## src/rtl/lbis_pkg.sv

```systemverilog
// ---------------------------------------------------------------------------
// lbis_pkg: shared types and constants of the LED indicator sequencer
// Field widths, ramp table constants, derived reciprocal multipliers and
// the job descriptor passed from the front end to the command engine.
// ---------------------------------------------------------------------------
package lbis_pkg;

    // Field widths of the input item and the command item.
    localparam int COLOR_W = 24;
    localparam int TIME_W  = 16;
    localparam int LEVEL_W = 8;
    localparam int VALUE_W = 12;
    localparam int INDEX_W = 6;
    localparam int PCT_W   = 7;

    // Ramp table shape.
    localparam int DUTY_STEPS = 50;
    localparam int RAMP_MS    = 500;

    // Duty percent constants. The dimmed table is scaled by 400/5 = 80.
    localparam int FULL_PCT  = 100;
    localparam int DIM_BASE  = 20;
    localparam int DIM_CAP   = 80;
    localparam int DIM_SCALE = 80;

    // Light selector codes.
    localparam logic LIGHT_NOTIFY  = 1'b0;
    localparam logic LIGHT_BATTERY = 1'b1;

    localparam int QUEUE_DEPTH = 2;
    localparam int QA_W        = $clog2(QUEUE_DEPTH);
    localparam int QC_W        = $clog2(QUEUE_DEPTH + 1);

    // Sum of the two raised blink times and the resulting step.
    localparam longint unsigned TIME_MAX = 65535;
    localparam longint unsigned SUM_MAX  = 2 * TIME_MAX;
    localparam int              SUM_W    = $clog2(SUM_MAX + 1);
    localparam longint unsigned STEP_MAX = SUM_MAX / DUTY_STEPS;
    localparam int              STEP_W   = $clog2(STEP_MAX + 1);

    // Reciprocal for sum / DUTY_STEPS. The shift is chosen so that
    // x * DUTY_STEPS stays below 2^shift for every x, which makes the
    // rounded-up reciprocal exact after flooring.
    localparam int              STEP_SH    = $clog2(SUM_MAX * DUTY_STEPS + 1);
    localparam longint unsigned STEP_MUL   =
        ((64'd1 << STEP_SH) + DUTY_STEPS - 1) / DUTY_STEPS;
    localparam int              STEP_MUL_W = $clog2(STEP_MUL + 1);

    // Per-entry increment c = scale * step, split as c / RAMP_MS and c % RAMP_MS.
    localparam longint unsigned C_MAX   = STEP_MAX * FULL_PCT;
    localparam int              C_W     = $clog2(C_MAX + 1);
    localparam int              C_SH    = $clog2(C_MAX * RAMP_MS + 1);
    localparam longint unsigned C_MUL   = ((64'd1 << C_SH) + RAMP_MS - 1) / RAMP_MS;
    localparam int              C_MUL_W = $clog2(C_MUL + 1);
    localparam longint unsigned INC_MAX = C_MAX / RAMP_MS;
    localparam int              INC_W   = $clog2(INC_MAX + 1);
    localparam int              REM_W   = $clog2(RAMP_MS + 1);
    localparam int              TQ_W    = ((INC_W > PCT_W) ? INC_W : PCT_W) + 2;

    localparam int IDX_W      = $clog2(DUTY_STEPS);
    localparam int DIV_CNT_W  = $clog2(TIME_W + 1);

    typedef enum logic [1:0] {
        KIND_STEADY = 2'd0,
        KIND_BLINK  = 2'd1,
        KIND_STEP   = 2'd2,
        KIND_DUTY   = 2'd3
    } t_kind;

    typedef struct packed {
        logic               to_red;
        logic               to_green;
        logic [LEVEL_W-1:0] level;
    } t_steady;

    // One job: optional ramp, optional blink enable, then up to two
    // steady level commands.
    typedef struct packed {
        logic              ramp;
        logic              blink;
        logic              dim;
        logic              to_red;
        logic              to_green;
        logic [TIME_W-1:0] on_ms;
        logic [TIME_W-1:0] off_ms;
        logic [1:0]        n_steady;
        t_steady           s0;
        t_steady           s1;
    } t_job;

endpackage

```

## src/rtl/lbis_ifs.sv

```systemverilog
// ---------------------------------------------------------------------------
// lbis channel interfaces
// Valid/ready channels for light updates, the ramp enable register and
// the LED commands.
// ---------------------------------------------------------------------------
interface lbis_in_if;
    logic                         valid;
    logic                         ready;
    logic                         op;
    logic [lbis_pkg::COLOR_W-1:0] color;
    logic                         flash_timed;
    logic [lbis_pkg::TIME_W-1:0]  on_time_ms;
    logic [lbis_pkg::TIME_W-1:0]  off_time_ms;

    modport source(output valid, op, color, flash_timed, on_time_ms, off_time_ms,
                   input ready);
    modport sink(input valid, op, color, flash_timed, on_time_ms, off_time_ms,
                 output ready);
endinterface

interface lbis_cfg_if;
    logic valid;
    logic ready;
    logic ramp_enabled;

    modport source(output valid, ramp_enabled, input ready);
    modport sink(input valid, ramp_enabled, output ready);
endinterface

interface lbis_out_if;
    logic                         valid;
    logic                         ready;
    logic [1:0]                   kind;
    logic                         to_red;
    logic                         to_green;
    logic [lbis_pkg::VALUE_W-1:0] value;
    logic [lbis_pkg::INDEX_W-1:0] entry_index;
    logic                         last;

    modport source(output valid, kind, to_red, to_green, value, entry_index, last,
                   input ready);
    modport sink(input valid, kind, to_red, to_green, value, entry_index, last,
                 output ready);
endinterface

```

## src/rtl/lbis_div.sv

```systemverilog
// ---------------------------------------------------------------------------
// lbis_div: restoring divider
// Computes the on time divided by the ramp step, one quotient bit a cycle.
// ---------------------------------------------------------------------------
module lbis_div (
    input  logic                         i_clk,
    input  logic                         i_rst_n,
    input  logic                         i_start,
    input  logic [lbis_pkg::TIME_W-1:0]  i_dividend,
    input  logic [lbis_pkg::STEP_W-1:0]  i_divisor,
    output logic                         o_busy,
    output logic [lbis_pkg::TIME_W-1:0]  o_quotient
);

    logic                           r_busy;
    logic [lbis_pkg::DIV_CNT_W-1:0] r_cnt;
    logic [lbis_pkg::TIME_W-1:0]    r_quo;
    logic [lbis_pkg::STEP_W-1:0]    r_rem;
    logic [lbis_pkg::STEP_W-1:0]    r_dvs;

    logic [lbis_pkg::STEP_W:0]      trial;
    logic                           fits;

    assign trial = {r_rem, r_quo[lbis_pkg::TIME_W-1]};
    assign fits  = trial >= {1'b0, r_dvs};

    always_ff @(posedge i_clk) begin
        if (!i_rst_n) begin
            r_busy <= 1'b0;
            r_cnt  <= '0;
        end else if (i_start) begin
            r_busy <= 1'b1;
            r_cnt  <= lbis_pkg::DIV_CNT_W'(lbis_pkg::TIME_W);
        end else if (r_busy) begin
            r_cnt  <= r_cnt - lbis_pkg::DIV_CNT_W'(1);
            if (r_cnt == lbis_pkg::DIV_CNT_W'(1)) begin
                r_busy <= 1'b0;
            end
        end
    end

    // Dividend bits shift out at the top while quotient bits enter below.
    always_ff @(posedge i_clk) begin
        if (i_start) begin
            r_quo <= i_dividend;
            r_rem <= '0;
            r_dvs <= i_divisor;
        end else if (r_busy) begin
            r_quo <= {r_quo[lbis_pkg::TIME_W-2:0], fits};
            if (fits) begin
                r_rem <= lbis_pkg::STEP_W'(trial - {1'b0, r_dvs});
            end else begin
                r_rem <= lbis_pkg::STEP_W'(trial);
            end
        end
    end

    assign o_busy     = r_busy;
    assign o_quotient = r_quo;

endmodule

```

## src/rtl/lbis_front.sv

```systemverilog
// ---------------------------------------------------------------------------
// lbis_front: light update front end
// Stores the settings of both lights, picks single, dual or steady
// indication and hands a job descriptor to the queue.
// ---------------------------------------------------------------------------
module lbis_front (
    input  logic             i_clk,
    input  logic             i_rst_n,
    lbis_in_if.sink          i_in,
    lbis_cfg_if.sink         i_cfg,
    input  logic             i_full,
    output logic             o_push,
    output lbis_pkg::t_job   o_job
);

    logic [lbis_pkg::COLOR_W-1:0] r_color [2];
    logic                         r_flash [2];
    logic [lbis_pkg::TIME_W-1:0]  r_on    [2];
    logic [lbis_pkg::TIME_W-1:0]  r_off   [2];
    logic                         r_ramp_en;

    logic                         accept;
    logic [lbis_pkg::COLOR_W-1:0] e_color [2];
    logic                         e_flash [2];
    logic [lbis_pkg::TIME_W-1:0]  e_on    [2];
    logic [lbis_pkg::TIME_W-1:0]  e_off   [2];
    logic                         e_lit   [2];
    logic                         e_blink [2];
    logic                         job_empty;

    assign i_in.ready  = !i_full;
    assign i_cfg.ready = 1'b1;
    assign accept      = i_in.valid && !i_full;

    // The light being updated is seen with its new settings.
    always_comb begin
        for (int s = 0; s < 2; s++) begin
            if (i_in.op == 1'(s)) begin
                e_color[s] = i_in.color;
                e_flash[s] = i_in.flash_timed;
                e_on[s]    = i_in.on_time_ms;
                e_off[s]   = i_in.off_time_ms;
            end else begin
                e_color[s] = r_color[s];
                e_flash[s] = r_flash[s];
                e_on[s]    = r_on[s];
                e_off[s]   = r_off[s];
            end
            e_lit[s]   = |e_color[s];
            e_blink[s] = e_flash[s] && (|e_on[s]) && (|e_off[s]);
        end
    end

    always_comb begin
        logic                         sel;
        logic [lbis_pkg::LEVEL_W-1:0] red;
        logic [lbis_pkg::LEVEL_W-1:0] green;
        logic                         notify_blinks;
        sel           = (e_lit[lbis_pkg::LIGHT_BATTERY]) ? lbis_pkg::LIGHT_BATTERY
                                                         : lbis_pkg::LIGHT_NOTIFY;
        red           = e_color[sel][23:16];
        green         = e_color[sel][15:8];
        notify_blinks = e_blink[lbis_pkg::LIGHT_NOTIFY] && !e_blink[lbis_pkg::LIGHT_BATTERY];
        job_empty     = 1'b0;
        o_job         = '0;
        if (e_lit[lbis_pkg::LIGHT_BATTERY] && e_lit[lbis_pkg::LIGHT_NOTIFY]) begin
            // Dual indication: battery colour on red, notification on green.
            if (notify_blinks) begin
                o_job.ramp     = r_ramp_en;
                o_job.blink    = 1'b1;
                o_job.dim      = !((|red) && !(|green));
                o_job.to_green = 1'b1;
                o_job.on_ms    = e_on[lbis_pkg::LIGHT_NOTIFY];
                o_job.off_ms   = e_off[lbis_pkg::LIGHT_NOTIFY];
                o_job.n_steady = 2'd1;
                o_job.s0       = '{to_red: 1'b1, to_green: 1'b0, level: red};
            end else if (e_blink[lbis_pkg::LIGHT_BATTERY]) begin
                o_job.ramp     = r_ramp_en;
                o_job.blink    = 1'b1;
                o_job.to_red   = 1'b1;
                o_job.on_ms    = e_on[lbis_pkg::LIGHT_BATTERY];
                o_job.off_ms   = e_off[lbis_pkg::LIGHT_BATTERY];
                o_job.n_steady = 2'd1;
                o_job.s0       = '{to_red: 1'b0, to_green: 1'b1, level: '0};
            end else begin
                o_job.n_steady = 2'd2;
                o_job.s0       = '{to_red: 1'b1, to_green: 1'b0, level: red};
                o_job.s1       = '{to_red: 1'b0, to_green: 1'b1,
                                   level: lbis_pkg::LEVEL_W'(1)};
            end
        end else if (e_blink[sel]) begin
            // A blink with neither red nor green produces no command.
            job_empty      = !(|red) && !(|green);
            o_job.ramp     = r_ramp_en;
            o_job.blink    = 1'b1;
            o_job.to_red   = |red;
            o_job.to_green = |green;
            o_job.on_ms    = e_on[sel];
            o_job.off_ms   = e_off[sel];
        end else begin
            o_job.n_steady = 2'd2;
            o_job.s0       = '{to_red: 1'b1, to_green: 1'b0, level: red};
            o_job.s1       = '{to_red: 1'b0, to_green: 1'b1, level: green};
        end
    end

    assign o_push = accept && !job_empty;

    always_ff @(posedge i_clk) begin
        if (!i_rst_n) begin
            for (int s = 0; s < 2; s++) begin
                r_color[s] <= '0;
                r_flash[s] <= 1'b0;
                r_on[s]    <= '0;
                r_off[s]   <= '0;
            end
            r_ramp_en <= 1'b0;
        end else begin
            if (accept) begin
                r_color[i_in.op] <= i_in.color;
                r_flash[i_in.op] <= i_in.flash_timed;
                r_on[i_in.op]    <= i_in.on_time_ms;
                r_off[i_in.op]   <= i_in.off_time_ms;
            end
            if (i_cfg.valid) begin
                r_ramp_en <= i_cfg.ramp_enabled;
            end
        end
    end

endmodule

```

## src/rtl/lbis_queue.sv

```systemverilog
// ---------------------------------------------------------------------------
// lbis_queue: job queue
// Short FIFO between the front end and the command engine.
// ---------------------------------------------------------------------------
module lbis_queue (
    input  logic             i_clk,
    input  logic             i_rst_n,
    input  logic             i_push,
    input  lbis_pkg::t_job   i_job,
    output logic             o_full,
    output logic             o_valid,
    input  logic             i_pop,
    output lbis_pkg::t_job   o_job
);

    lbis_pkg::t_job              r_mem [lbis_pkg::QUEUE_DEPTH];
    logic [lbis_pkg::QA_W-1:0]   r_wr;
    logic [lbis_pkg::QA_W-1:0]   r_rd;
    logic [lbis_pkg::QC_W-1:0]   r_cnt;

    logic do_push;
    logic do_pop;

    assign o_full  = r_cnt == lbis_pkg::QC_W'(lbis_pkg::QUEUE_DEPTH);
    assign o_valid = r_cnt != '0;
    assign do_push = i_push && !o_full;
    assign do_pop  = i_pop && o_valid;
    assign o_job   = r_mem[r_rd];

    always_ff @(posedge i_clk) begin
        if (do_push) begin
            r_mem[r_wr] <= i_job;
        end
    end

    always_ff @(posedge i_clk) begin
        if (!i_rst_n) begin
            r_wr  <= '0;
            r_rd  <= '0;
            r_cnt <= '0;
        end else begin
            if (do_push) begin
                r_wr <= (r_wr == lbis_pkg::QA_W'(lbis_pkg::QUEUE_DEPTH - 1))
                        ? '0 : r_wr + lbis_pkg::QA_W'(1);
            end
            if (do_pop) begin
                r_rd <= (r_rd == lbis_pkg::QA_W'(lbis_pkg::QUEUE_DEPTH - 1))
                        ? '0 : r_rd + lbis_pkg::QA_W'(1);
            end
            if (do_push && !do_pop) begin
                r_cnt <= r_cnt + lbis_pkg::QC_W'(1);
            end else if (do_pop && !do_push) begin
                r_cnt <= r_cnt - lbis_pkg::QC_W'(1);
            end
        end
    end

endmodule

```

## src/rtl/lbis_back.sv

```systemverilog
// ---------------------------------------------------------------------------
// lbis_back: LED command engine
// Works out the ramp step and table split, then emits ramp, blink and steady
// commands through an output register, one per cycle unless the output stalls.
// ---------------------------------------------------------------------------
module lbis_back (
    input  logic             i_clk,
    input  logic             i_rst_n,
    input  logic             i_qvalid,
    input  lbis_pkg::t_job   i_job,
    output logic             o_pop,
    lbis_out_if.source       o_out
);

    typedef enum logic [12:0] {
        ST_IDLE  = 13'h0001,
        ST_MUL_S = 13'h0002,
        ST_FIX_S = 13'h0004,
        ST_MUL_C = 13'h0008,
        ST_REC_C = 13'h0010,
        ST_QUO_C = 13'h0020,
        ST_REM_C = 13'h0040,
        ST_WAIT  = 13'h0080,
        ST_RSTEP = 13'h0100,
        ST_TABLE = 13'h0200,
        ST_BLINK = 13'h0400,
        ST_STDY0 = 13'h0800,
        ST_STDY1 = 13'h1000
    } t_state;

    t_state r_state;
    t_state n_state;

    lbis_pkg::t_job                                       r_job;
    logic [lbis_pkg::TIME_W-1:0]                          r_on_c;
    logic [lbis_pkg::SUM_W-1:0]                           r_sum;
    logic [lbis_pkg::SUM_W+lbis_pkg::STEP_MUL_W-1:0]      r_prod_s;
    logic [lbis_pkg::STEP_W-1:0]                          r_step;
    logic [lbis_pkg::C_W-1:0]                             r_c;
    logic [lbis_pkg::C_W+lbis_pkg::C_MUL_W-1:0]           r_prod_c;
    logic [lbis_pkg::INC_W-1:0]                           r_inc;
    logic [lbis_pkg::REM_W-1:0]                           r_rem;
    logic [lbis_pkg::TIME_W-1:0]                          r_qp;
    logic [lbis_pkg::IDX_W-1:0]                           r_idx;
    logic                                                 r_fall;
    logic [lbis_pkg::PCT_W-1:0]                           r_tq;
    logic [lbis_pkg::REM_W-1:0]                           r_tr;

    logic                          r_ov;
    logic                          n_ov;
    lbis_pkg::t_kind               r_okind;
    logic                          r_ored;
    logic                          r_ogreen;
    logic [lbis_pkg::VALUE_W-1:0]  r_ovalue;
    logic [lbis_pkg::INDEX_W-1:0]  r_oidx;
    logic                          r_olast;

    logic                          div_busy;
    logic [lbis_pkg::TIME_W-1:0]   div_q;

    logic [lbis_pkg::TIME_W-1:0]   on_clamp;
    logic [lbis_pkg::TIME_W-1:0]   off_clamp;
    logic [lbis_pkg::STEP_W-1:0]   step_raw;

    logic                          can_load;
    logic                          e_emit;
    logic                          fire;
    lbis_pkg::t_kind               e_kind;
    logic                          e_red;
    logic                          e_green;
    logic [lbis_pkg::VALUE_W-1:0]  e_value;
    logic [lbis_pkg::INDEX_W-1:0]  e_idx;
    logic                          e_last;

    logic [lbis_pkg::PCT_W-1:0]    cap;
    logic [lbis_pkg::PCT_W-1:0]    base;
    logic                          at_end;
    logic                          to_fall;
    logic [lbis_pkg::REM_W:0]      tr_sum;
    logic                          carry;
    logic [lbis_pkg::REM_W-1:0]    tr_new;
    logic [lbis_pkg::TQ_W-1:0]     tq_sum;
    logic [lbis_pkg::PCT_W-1:0]    tq_new;

    lbis_div u_div (
        .i_clk      (i_clk),
        .i_rst_n    (i_rst_n),
        .i_start    (r_state == ST_MUL_C),
        .i_dividend (r_on_c),
        .i_divisor  (r_step),
        .o_busy     (div_busy),
        .o_quotient (div_q)
    );

    assign o_pop     = (r_state == ST_IDLE) && i_qvalid;
    assign on_clamp  = (i_job.on_ms < lbis_pkg::TIME_W'(lbis_pkg::RAMP_MS))
                       ? lbis_pkg::TIME_W'(lbis_pkg::RAMP_MS) : i_job.on_ms;
    assign off_clamp = (i_job.off_ms < lbis_pkg::TIME_W'(lbis_pkg::RAMP_MS))
                       ? lbis_pkg::TIME_W'(lbis_pkg::RAMP_MS) : i_job.off_ms;
    assign step_raw  = lbis_pkg::STEP_W'(r_prod_s >> lbis_pkg::STEP_SH);

    assign cap  = r_job.dim ? lbis_pkg::PCT_W'(lbis_pkg::DIM_CAP)
                            : lbis_pkg::PCT_W'(lbis_pkg::FULL_PCT);
    assign base = r_job.dim ? lbis_pkg::PCT_W'(lbis_pkg::DIM_BASE) : '0;

    // Table walk: t(n) = floor(n * c / RAMP_MS) is kept as a clamped
    // quotient and a remainder, advanced by c / RAMP_MS and c % RAMP_MS.
    assign at_end  = r_idx == lbis_pkg::IDX_W'(lbis_pkg::DUTY_STEPS - 1);
    assign to_fall = !r_fall &&
                     ((lbis_pkg::TIME_W'(r_idx) + lbis_pkg::TIME_W'(1)) == r_qp);
    assign tr_sum  = (lbis_pkg::REM_W+1)'(r_tr) + (lbis_pkg::REM_W+1)'(r_rem);
    assign carry   = tr_sum >= (lbis_pkg::REM_W+1)'(lbis_pkg::RAMP_MS);
    assign tr_new  = carry ? lbis_pkg::REM_W'(tr_sum - (lbis_pkg::REM_W+1)'(lbis_pkg::RAMP_MS))
                           : lbis_pkg::REM_W'(tr_sum);
    assign tq_sum  = lbis_pkg::TQ_W'(r_tq) + lbis_pkg::TQ_W'(r_inc) + lbis_pkg::TQ_W'(carry);
    assign tq_new  = (tq_sum > lbis_pkg::TQ_W'(cap)) ? cap : lbis_pkg::PCT_W'(tq_sum);

    assign can_load = !r_ov || o_out.ready;
    assign fire     = e_emit && can_load;

    always_comb begin
        e_emit  = 1'b0;
        e_kind  = lbis_pkg::KIND_STEADY;
        e_red   = r_job.to_red;
        e_green = r_job.to_green;
        e_value = '0;
        e_idx   = '0;
        e_last  = 1'b0;
        case (r_state)
            ST_RSTEP: begin
                e_emit  = 1'b1;
                e_kind  = lbis_pkg::KIND_STEP;
                e_value = lbis_pkg::VALUE_W'(r_step);
            end
            ST_TABLE: begin
                e_emit  = 1'b1;
                e_kind  = lbis_pkg::KIND_DUTY;
                e_idx   = lbis_pkg::INDEX_W'(r_idx);
                if (r_fall) begin
                    e_value = lbis_pkg::VALUE_W'(lbis_pkg::PCT_W'(lbis_pkg::FULL_PCT) - r_tq);
                end else begin
                    e_value = lbis_pkg::VALUE_W'(base + r_tq);
                end
            end
            ST_BLINK: begin
                e_emit  = 1'b1;
                e_kind  = lbis_pkg::KIND_BLINK;
                e_value = lbis_pkg::VALUE_W'(1);
                e_last  = r_job.n_steady == 2'd0;
            end
            ST_STDY0: begin
                e_emit  = 1'b1;
                e_red   = r_job.s0.to_red;
                e_green = r_job.s0.to_green;
                e_value = lbis_pkg::VALUE_W'(r_job.s0.level);
                e_last  = r_job.n_steady == 2'd1;
            end
            ST_STDY1: begin
                e_emit  = 1'b1;
                e_red   = r_job.s1.to_red;
                e_green = r_job.s1.to_green;
                e_value = lbis_pkg::VALUE_W'(r_job.s1.level);
                e_last  = 1'b1;
            end
            default: begin
            end
        endcase
    end

    always_comb begin
        n_state = r_state;
        case (r_state)
            ST_IDLE: begin
                if (i_qvalid) begin
                    if (i_job.ramp) begin
                        n_state = ST_MUL_S;
                    end else if (i_job.blink) begin
                        n_state = ST_BLINK;
                    end else begin
                        n_state = ST_STDY0;
                    end
                end
            end
            ST_MUL_S: n_state = ST_FIX_S;
            ST_FIX_S: n_state = ST_MUL_C;
            ST_MUL_C: n_state = ST_REC_C;
            ST_REC_C: n_state = ST_QUO_C;
            ST_QUO_C: n_state = ST_REM_C;
            ST_REM_C: n_state = ST_WAIT;
            ST_WAIT: begin
                if (!div_busy) begin
                    n_state = ST_RSTEP;
                end
            end
            ST_RSTEP: begin
                if (fire) begin
                    n_state = ST_TABLE;
                end
            end
            ST_TABLE: begin
                if (fire && at_end) begin
                    n_state = ST_BLINK;
                end
            end
            ST_BLINK: begin
                if (fire) begin
                    n_state = (r_job.n_steady == 2'd0) ? ST_IDLE : ST_STDY0;
                end
            end
            ST_STDY0: begin
                if (fire) begin
                    n_state = (r_job.n_steady == 2'd2) ? ST_STDY1 : ST_IDLE;
                end
            end
            ST_STDY1: begin
                if (fire) begin
                    n_state = ST_IDLE;
                end
            end
            default: n_state = ST_IDLE;
        endcase
    end

    always_comb begin
        n_ov = r_ov;
        if (fire) begin
            n_ov = 1'b1;
        end else if (o_out.ready) begin
            n_ov = 1'b0;
        end
    end

    always_ff @(posedge i_clk) begin
        if (!i_rst_n) begin
            r_state <= ST_IDLE;
            r_ov    <= 1'b0;
        end else begin
            r_state <= n_state;
            r_ov    <= n_ov;
        end
    end

    always_ff @(posedge i_clk) begin
        if (o_pop) begin
            r_job  <= i_job;
            r_on_c <= on_clamp;
            r_sum  <= lbis_pkg::SUM_W'(on_clamp) + lbis_pkg::SUM_W'(off_clamp);
        end
        if (r_state == ST_MUL_S) begin
            r_prod_s <= r_sum * lbis_pkg::STEP_MUL_W'(lbis_pkg::STEP_MUL);
        end
        if (r_state == ST_FIX_S) begin
            r_step <= (step_raw == '0) ? lbis_pkg::STEP_W'(1) : step_raw;
        end
        if (r_state == ST_MUL_C) begin
            r_c <= lbis_pkg::C_W'(r_step) * (r_job.dim ? lbis_pkg::C_W'(lbis_pkg::DIM_SCALE)
                                                       : lbis_pkg::C_W'(lbis_pkg::FULL_PCT));
        end
        if (r_state == ST_REC_C) begin
            r_prod_c <= r_c * lbis_pkg::C_MUL_W'(lbis_pkg::C_MUL);
        end
        if (r_state == ST_QUO_C) begin
            r_inc <= lbis_pkg::INC_W'(r_prod_c >> lbis_pkg::C_SH);
        end
        if (r_state == ST_REM_C) begin
            r_rem <= lbis_pkg::REM_W'(r_c - lbis_pkg::C_W'(r_inc)
                                          * lbis_pkg::C_W'(lbis_pkg::RAMP_MS));
        end
        if ((r_state == ST_WAIT) && !div_busy) begin
            // A zero quotient still leaves the first entry on the rising side.
            r_qp   <= (div_q == '0) ? lbis_pkg::TIME_W'(1) : div_q;
            r_idx  <= '0;
            r_fall <= 1'b0;
            r_tq   <= '0;
            r_tr   <= '0;
        end
        if ((r_state == ST_TABLE) && fire) begin
            r_idx <= r_idx + lbis_pkg::IDX_W'(1);
            if (to_fall) begin
                r_fall <= 1'b1;
                r_tq   <= '0;
                r_tr   <= '0;
            end else begin
                r_tq <= tq_new;
                r_tr <= tr_new;
            end
        end
        if (fire) begin
            r_okind  <= e_kind;
            r_ored   <= e_red;
            r_ogreen <= e_green;
            r_ovalue <= e_value;
            r_oidx   <= e_idx;
            r_olast  <= e_last;
        end
    end

    assign o_out.valid       = r_ov;
    assign o_out.kind        = r_okind;
    assign o_out.to_red      = r_ored;
    assign o_out.to_green    = r_ogreen;
    assign o_out.value       = r_ovalue;
    assign o_out.entry_index = r_oidx;
    assign o_out.last        = r_olast;

endmodule

```

## src/rtl/led_breathing_indicator_sequencer_top.sv

```systemverilog
// With the engine idle, an update passes the job queue, the engine state and the output
// register before its first command; a ramped blink first runs the step and table-split
// states and waits for the on-time/step divider. Commands leave one per cycle unless the
// output stalls; a ramped blink also holds the engine for the 50-entry duty table walk.
// Reset (synchronous, active low) turns both lights off, disables ramping and
// empties the job queue; there is no clearing pass.
// ---------------------------------------------------------------------------
// led_breathing_indicator_sequencer_top: red/green LED indicator sequencer
// Takes notification and battery light updates and emits steady, blink,
// ramp step and duty table commands for the red and green LEDs.
// ---------------------------------------------------------------------------
module led_breathing_indicator_sequencer_top (
    input  logic        i_clk,
    input  logic        i_rst_n,
    lbis_in_if.sink     i_in,
    lbis_cfg_if.sink    i_cfg,
    lbis_out_if.source  o_out
);

    logic            push;
    logic            full;
    logic            qvalid;
    logic            pop;
    lbis_pkg::t_job  front_job;
    lbis_pkg::t_job  queue_job;

    lbis_front u_front (
        .i_clk   (i_clk),
        .i_rst_n (i_rst_n),
        .i_in    (i_in),
        .i_cfg   (i_cfg),
        .i_full  (full),
        .o_push  (push),
        .o_job   (front_job)
    );

    lbis_queue u_queue (
        .i_clk   (i_clk),
        .i_rst_n (i_rst_n),
        .i_push  (push),
        .i_job   (front_job),
        .o_full  (full),
        .o_valid (qvalid),
        .i_pop   (pop),
        .o_job   (queue_job)
    );

    lbis_back u_back (
        .i_clk    (i_clk),
        .i_rst_n  (i_rst_n),
        .i_qvalid (qvalid),
        .i_job    (queue_job),
        .o_pop    (pop),
        .o_out    (o_out)
    );

endmodule
```

## src/flat_wrapper.sv

```systemverilog
// flat-port wrapper written by rule: the top's interface ports become plain ports
module led_breathing_indicator_sequencer_top_flat 
  (i_clk, i_rst_n, i_in_valid, i_in_op, i_in_color, i_in_flash_timed, i_in_on_time_ms, i_in_off_time_ms, i_in_ready, i_cfg_valid, i_cfg_ramp_enabled, i_cfg_ready, o_out_valid, o_out_kind, o_out_to_red, o_out_to_green, o_out_value, o_out_entry_index, o_out_last, o_out_ready);
  lbis_in_if i_in_i ();
  lbis_cfg_if i_cfg_i ();
  lbis_out_if o_out_i ();
  input  logic i_clk;
  input  logic i_rst_n;
  input wire logic [$bits(i_in_i.valid)-1:0] i_in_valid;
  input wire logic [$bits(i_in_i.op)-1:0] i_in_op;
  input wire logic [$bits(i_in_i.color)-1:0] i_in_color;
  input wire logic [$bits(i_in_i.flash_timed)-1:0] i_in_flash_timed;
  input wire logic [$bits(i_in_i.on_time_ms)-1:0] i_in_on_time_ms;
  input wire logic [$bits(i_in_i.off_time_ms)-1:0] i_in_off_time_ms;
  output wire logic [$bits(i_in_i.ready)-1:0] i_in_ready;
  input wire logic [$bits(i_cfg_i.valid)-1:0] i_cfg_valid;
  input wire logic [$bits(i_cfg_i.ramp_enabled)-1:0] i_cfg_ramp_enabled;
  output wire logic [$bits(i_cfg_i.ready)-1:0] i_cfg_ready;
  output wire logic [$bits(o_out_i.valid)-1:0] o_out_valid;
  output wire logic [$bits(o_out_i.kind)-1:0] o_out_kind;
  output wire logic [$bits(o_out_i.to_red)-1:0] o_out_to_red;
  output wire logic [$bits(o_out_i.to_green)-1:0] o_out_to_green;
  output wire logic [$bits(o_out_i.value)-1:0] o_out_value;
  output wire logic [$bits(o_out_i.entry_index)-1:0] o_out_entry_index;
  output wire logic [$bits(o_out_i.last)-1:0] o_out_last;
  input wire logic [$bits(o_out_i.ready)-1:0] o_out_ready;
  assign i_in_i.valid = i_in_valid;
  assign i_in_i.op = i_in_op;
  assign i_in_i.color = i_in_color;
  assign i_in_i.flash_timed = i_in_flash_timed;
  assign i_in_i.on_time_ms = i_in_on_time_ms;
  assign i_in_i.off_time_ms = i_in_off_time_ms;
  assign i_in_ready = i_in_i.ready;
  assign i_cfg_i.valid = i_cfg_valid;
  assign i_cfg_i.ramp_enabled = i_cfg_ramp_enabled;
  assign i_cfg_ready = i_cfg_i.ready;
  assign o_out_valid = o_out_i.valid;
  assign o_out_kind = o_out_i.kind;
  assign o_out_to_red = o_out_i.to_red;
  assign o_out_to_green = o_out_i.to_green;
  assign o_out_value = o_out_i.value;
  assign o_out_entry_index = o_out_i.entry_index;
  assign o_out_last = o_out_i.last;
  assign o_out_i.ready = o_out_ready;
  led_breathing_indicator_sequencer_top u_core (.i_clk(i_clk), .i_rst_n(i_rst_n), .i_in(i_in_i), .i_cfg(i_cfg_i), .o_out(o_out_i));
endmodule
```

## config.mk

```make
export PLATFORM = sky130hd
export DESIGN_NAME = led_breathing_indicator_sequencer_top_flat
export DESIGN_NICKNAME = d
export VERILOG_FILES = /design/src/rtl/lbis_pkg.sv /design/src/rtl/lbis_ifs.sv /design/src/rtl/lbis_div.sv /design/src/rtl/lbis_front.sv /design/src/rtl/lbis_queue.sv /design/src/rtl/lbis_back.sv /design/src/rtl/led_breathing_indicator_sequencer_top.sv /design/src/flat_wrapper.sv
export SDC_FILE = /design/constraint.sdc
export NUM_CORES = 1
export LEC_CHECK = 0
export BUFFER_PORTS_ARGS = -buffer_cell sky130_fd_sc_hd__buf_2
export CAP_MARGIN = 10
export CORE_UTILIZATION = 55
export DETAILED_ROUTE_END_ITERATION = 7
export GPL_TIMING_DRIVEN = 1
export PLACE_DENSITY = 0.83
export REMOVE_ABC_BUFFERS = 1
export SKIP_CTS_REPAIR_TIMING = 1
export SYNTH_ARGS = -nofsm -noshare
export SYNTH_HDL_FRONTEND = slang
export SYNTH_SLANG_ARGS = --single-unit
```

## constraint.sdc

```tcl
create_clock -name i_clk -period 10 [get_ports i_clk]
set_input_delay 0.5 -clock i_clk [delete_from_list [all_inputs] [get_ports i_clk]]
set_output_delay 0.5 -clock i_clk [all_outputs]
set_load 0.01 [all_outputs]
```

==> impl_metrics.ini <==
[synth]
synth_top_family_by_area = adder cells
syn_area_um2 = 32150
synth-adder-area-share_pct = 25.84
yosys_warnings = 0
synth-seq-cells = 477
synth_ff_type = edfxtp_1
synth_compound_area_share_pct = 8.993
synth_xor_area_share_pct = 2.779
synth_cells = 2745
seq_area_frac_synth_pct = 43.27
synth_edf_count = 436
synthMuxAreaShare_pct = 2.611
syn_area_per_cell_um2 = 11.71
async_flop_share_pct = 0
synth_simple_gate_area_share_pct = 10.73
ys_types = 84

[sta]
relSlewSlack_pct = 19.12
fin_tns_setup_ns = 0
period_share_pct = 62.34
min_period_ns = 6.234
rsz0062_at_grt = no
skew_ns = 0.06589
setup_slack_ns = 3.766
fin_hold_ws_ns = 0.1264
timing.final.setup_violations = 0
clock.fmax_mhz = 160.4
finalHoldViolCount = 0
worst_slew_pin_slew_ns = 1.208
drv_slew = 0

[worst_hold_path]
min_path_type = in2reg
min_from = i_in_flash_timed
holdPathEnd = u_core.u_front.r_flash[0]
hold_depth = 3

[placed_design]
placed_area_um2 = 33330
gp_congestion = 0.9339
io_buffers = 88
post-place-ws_ns = 3.861
hpwl_um = 52770

[setup_path]
worstSetupStartpointType = flop
rr_worst_depth = 22
r2r-start = u_core.u_back.r_rem[2]
cp-end-kind = flop
crit_chain = ha_1 > fa_1 > a21o_1 > a21oi_1 > xnor2_1 > nand3b_1 > o32ai_1 > nor2_1 > fa_1 > nor2b_1 > o21ai_0 > a21boi_0 > o21ai_0 > nand2_1 > xor2_1 > ha_1 > a211oi_1 > o22ai_1 > o211ai_1 > a32oi_1 > or2_2 > o211a_1
arrival_ns = 6.58
crit_path_max_fanout = 6
rr_endpoint = u_core.u_back.r_tq[2]
rrSetupSlack_ns = 3.77
cp_data_required_time_ns = 10.35
criticalPathCategory = reg2reg
crit_family = compound AO/OA/AOI/OAI gates
crit_buf_inv = 0
critPathMaxStageDelay_ns = 0.61
critPathSlowestCell = o32ai_1

[clock_network]
numCtsBuffers = 50
clock_latency_ns = 0.63
clkSlewWorstSetupHoldPaths_ns = 0.06
htreeDepth = 2
tritoncts = yes
clockBufferDepth = 3
cts_root_buf = clkbuf_16
clkSinkCount = 477

[route]
wl_per_cell_um = 19.27
dr.pass1.iters = 8
drc_errors = 3
vias = 21310
drt-initial-drc-count = 1855
antenna_left = 0
routed_wl_um = 69470
viasPerCell = 5.910

[die]
io_pins = 90
start_util_pct = 55.73
rows = 88
die_w_um = 243.8
dieArea_um2 = 59430
die_h_um = 243.8
core_um2 = 57700

[final_layout]
final_common_cell = edfxtp_1
syn_to_final_growth_pct = 8.974
mostFrequentLayoutCells = 436 x edfxtp_1, 384 x ha_1, 369 x inv_1, 175 x fa_1, 141 x nor2_1
nets = 3422
design_area_um2 = 35040
drive_gt1_share_pct = 9.891
fillCellCount = 4341
diodes = 0

[global_route]
grt_first_pass_wirelength_um = 112700
grt.total_usage_pct = 23.58
grt_pass1_vias = 21990
globalRouteOverflowTotal = 0
grt_max_degree = 81
antenna_found_initial = 0

[outcome]
outcome = complete, but fails checks
violations = design-rule violations

[job]
max_cap_viol_count = 0
-- state kept, by name, indices dropped and copies added (netlist names), 10 cells and up, named ones only --
register / flops
u_core.u_front.r_color: 48
u_core.u_back.r_inc: 10
u_core.u_back.r_job: 23
u_core.u_back.u_div.r_dvs: 12
u_core.u_queue.r_mem: 114
u_core.u_back.r_prod_s: 12
u_core.u_back.r_c: 16
u_core.u_back.r_qp: 16
u_core.u_back.r_on_c: 16
u_core.u_back.r_sum: 17
u_core.u_back.o_out.value: 12
u_core.u_back.u_div.o_quotient: 16
u_core.u_front.r_off: 32
u_core.u_back.r_prod_c: 10
u_core.u_back.r_step: 12
u_core.u_front.r_on: 32
u_core.u_back.r_state: 13
u_core.u_back.u_div.r_rem: 12
-- worst register-to-register path: stages (launching register included) --
cell and delay [ns]:
edfxtp_1 0.37, ha_1 0.24, fa_1 0.46, a21o_1 0.19
a21oi_1 0.25, xnor2_1 0.23, nand3b_1 0.15, o32ai_1 0.61
nor2_1 0.23, fa_1 0.52, nor2b_1 0.13, o21ai_0 0.10
a21boi_0 0.42, o21ai_0 0.20, nand2_1 0.12, xor2_1 0.22
ha_1 0.29, a211oi_1 0.27, o22ai_1 0.15, o211ai_1 0.12
a32oi_1 0.15, or2_2 0.35, o211a_1 0.22
-- synth_stat cells (all sizes together), types with 15 or more instances --
master / n / area [um^2]
a21o: 29 / 217.7
mux2i: 22 / 220.2
a31oi: 16 / 100.1
nand4: 23 / 143.9
nand3: 30 / 150.1
ha: 384 / 4805
nor2: 145 / 544.3
xor2: 29 / 254.0
nand2: 89 / 334.1
mux2: 55 / 619.3
inv: 370 / 1389
nor2b: 43 / 269.0
clkbuf: 78 / 292.8
buf: 27 / 166.4
nor4: 55 / 356.6
a221oi: 70 / 613.1
a21oi: 80 / 404.1
o21ai: 66 / 330.3
o21a: 15 / 112.6
fa: 175 / 3503
a211oi: 17 / 127.6
edfxtp: 436 / 13090
xnor2: 73 / 639.4
dfxtp: 41 / 820.8
and2: 136 / 853.3
nor3: 48 / 245.2
-- kinds of logic (layout without fill, tap and decap cells) --
| group | Yosys count | count (layout) |
|---|---|---|
| and+or+nand+nor | 645 | 645 |
| muxes | 77 | 77 |
| AOI/OAI and AO/OA | 408 | 408 |
| other | 2 | 3 |
| xor gates and xnor gates | 102 | 102 |
| adders and majority gates | 559 | 559 |
| buffers and inverters | 475 | 570 |
| DFF | 477 | 477 |
-- per-stage QoR --
step / cells / utilization (%)
after floorplan: 2641 / -
after detailed placement: 3512 / 57.77
after CTS: 3606 / 60.73
after global routing: 3606 / 60.73
final: 3606 / 60.73
after global placement: 3512 / 57.77
-- final cells by class --
class,count,area [um^2],area share [%]
Clock inverter,37,395.4,1.128
Multi-Input combinational cell,1794,16500,47.08
Inverter,370,1389,3.964
Sequential cell,477,13910,39.71
Tap cell,765,957.2,2.732
Clock buffer,57,1309,3.735
Timing Repair Buffer,106,575.6,1.643
-- per-layer routing --
layer	up-vias	routed length (um)	GRT usage, %
met3	142	4807	3.580
met2	845	33420	39.29
li1	9913	-	-
met4	0	1909	7.187
met1	10410	29330	31.79
met5	-	0	0
-- worst max path at each step --
stage | from | to | cells past startpoint | slack, ns
after floorplan | i_in_color[10] | u_core.u_queue.r_mem[0][0] | 7 | 2.70
after global placement | u_core.u_back.r_sum[6] | u_core.u_back.r_prod_s[34] | 19 | 4.02
after detailed placement | u_core.u_back.r_sum[6] | u_core.u_back.r_prod_s[34] | 19 | 3.86
after CTS | u_core.u_back.r_sum[6] | u_core.u_back.r_prod_s[34] | 19 | 3.81
after global routing | u_core.u_back.r_rem[2] | u_core.u_back.r_tq[2] | 22 | 3.32
final | u_core.u_back.r_rem[2] | u_core.u_back.r_tq[2] | 22 | 3.77
Power is left out: the tool's default activity adds up to more than one toggle a clock period on the data nets, which glitch-free logic cannot reach.
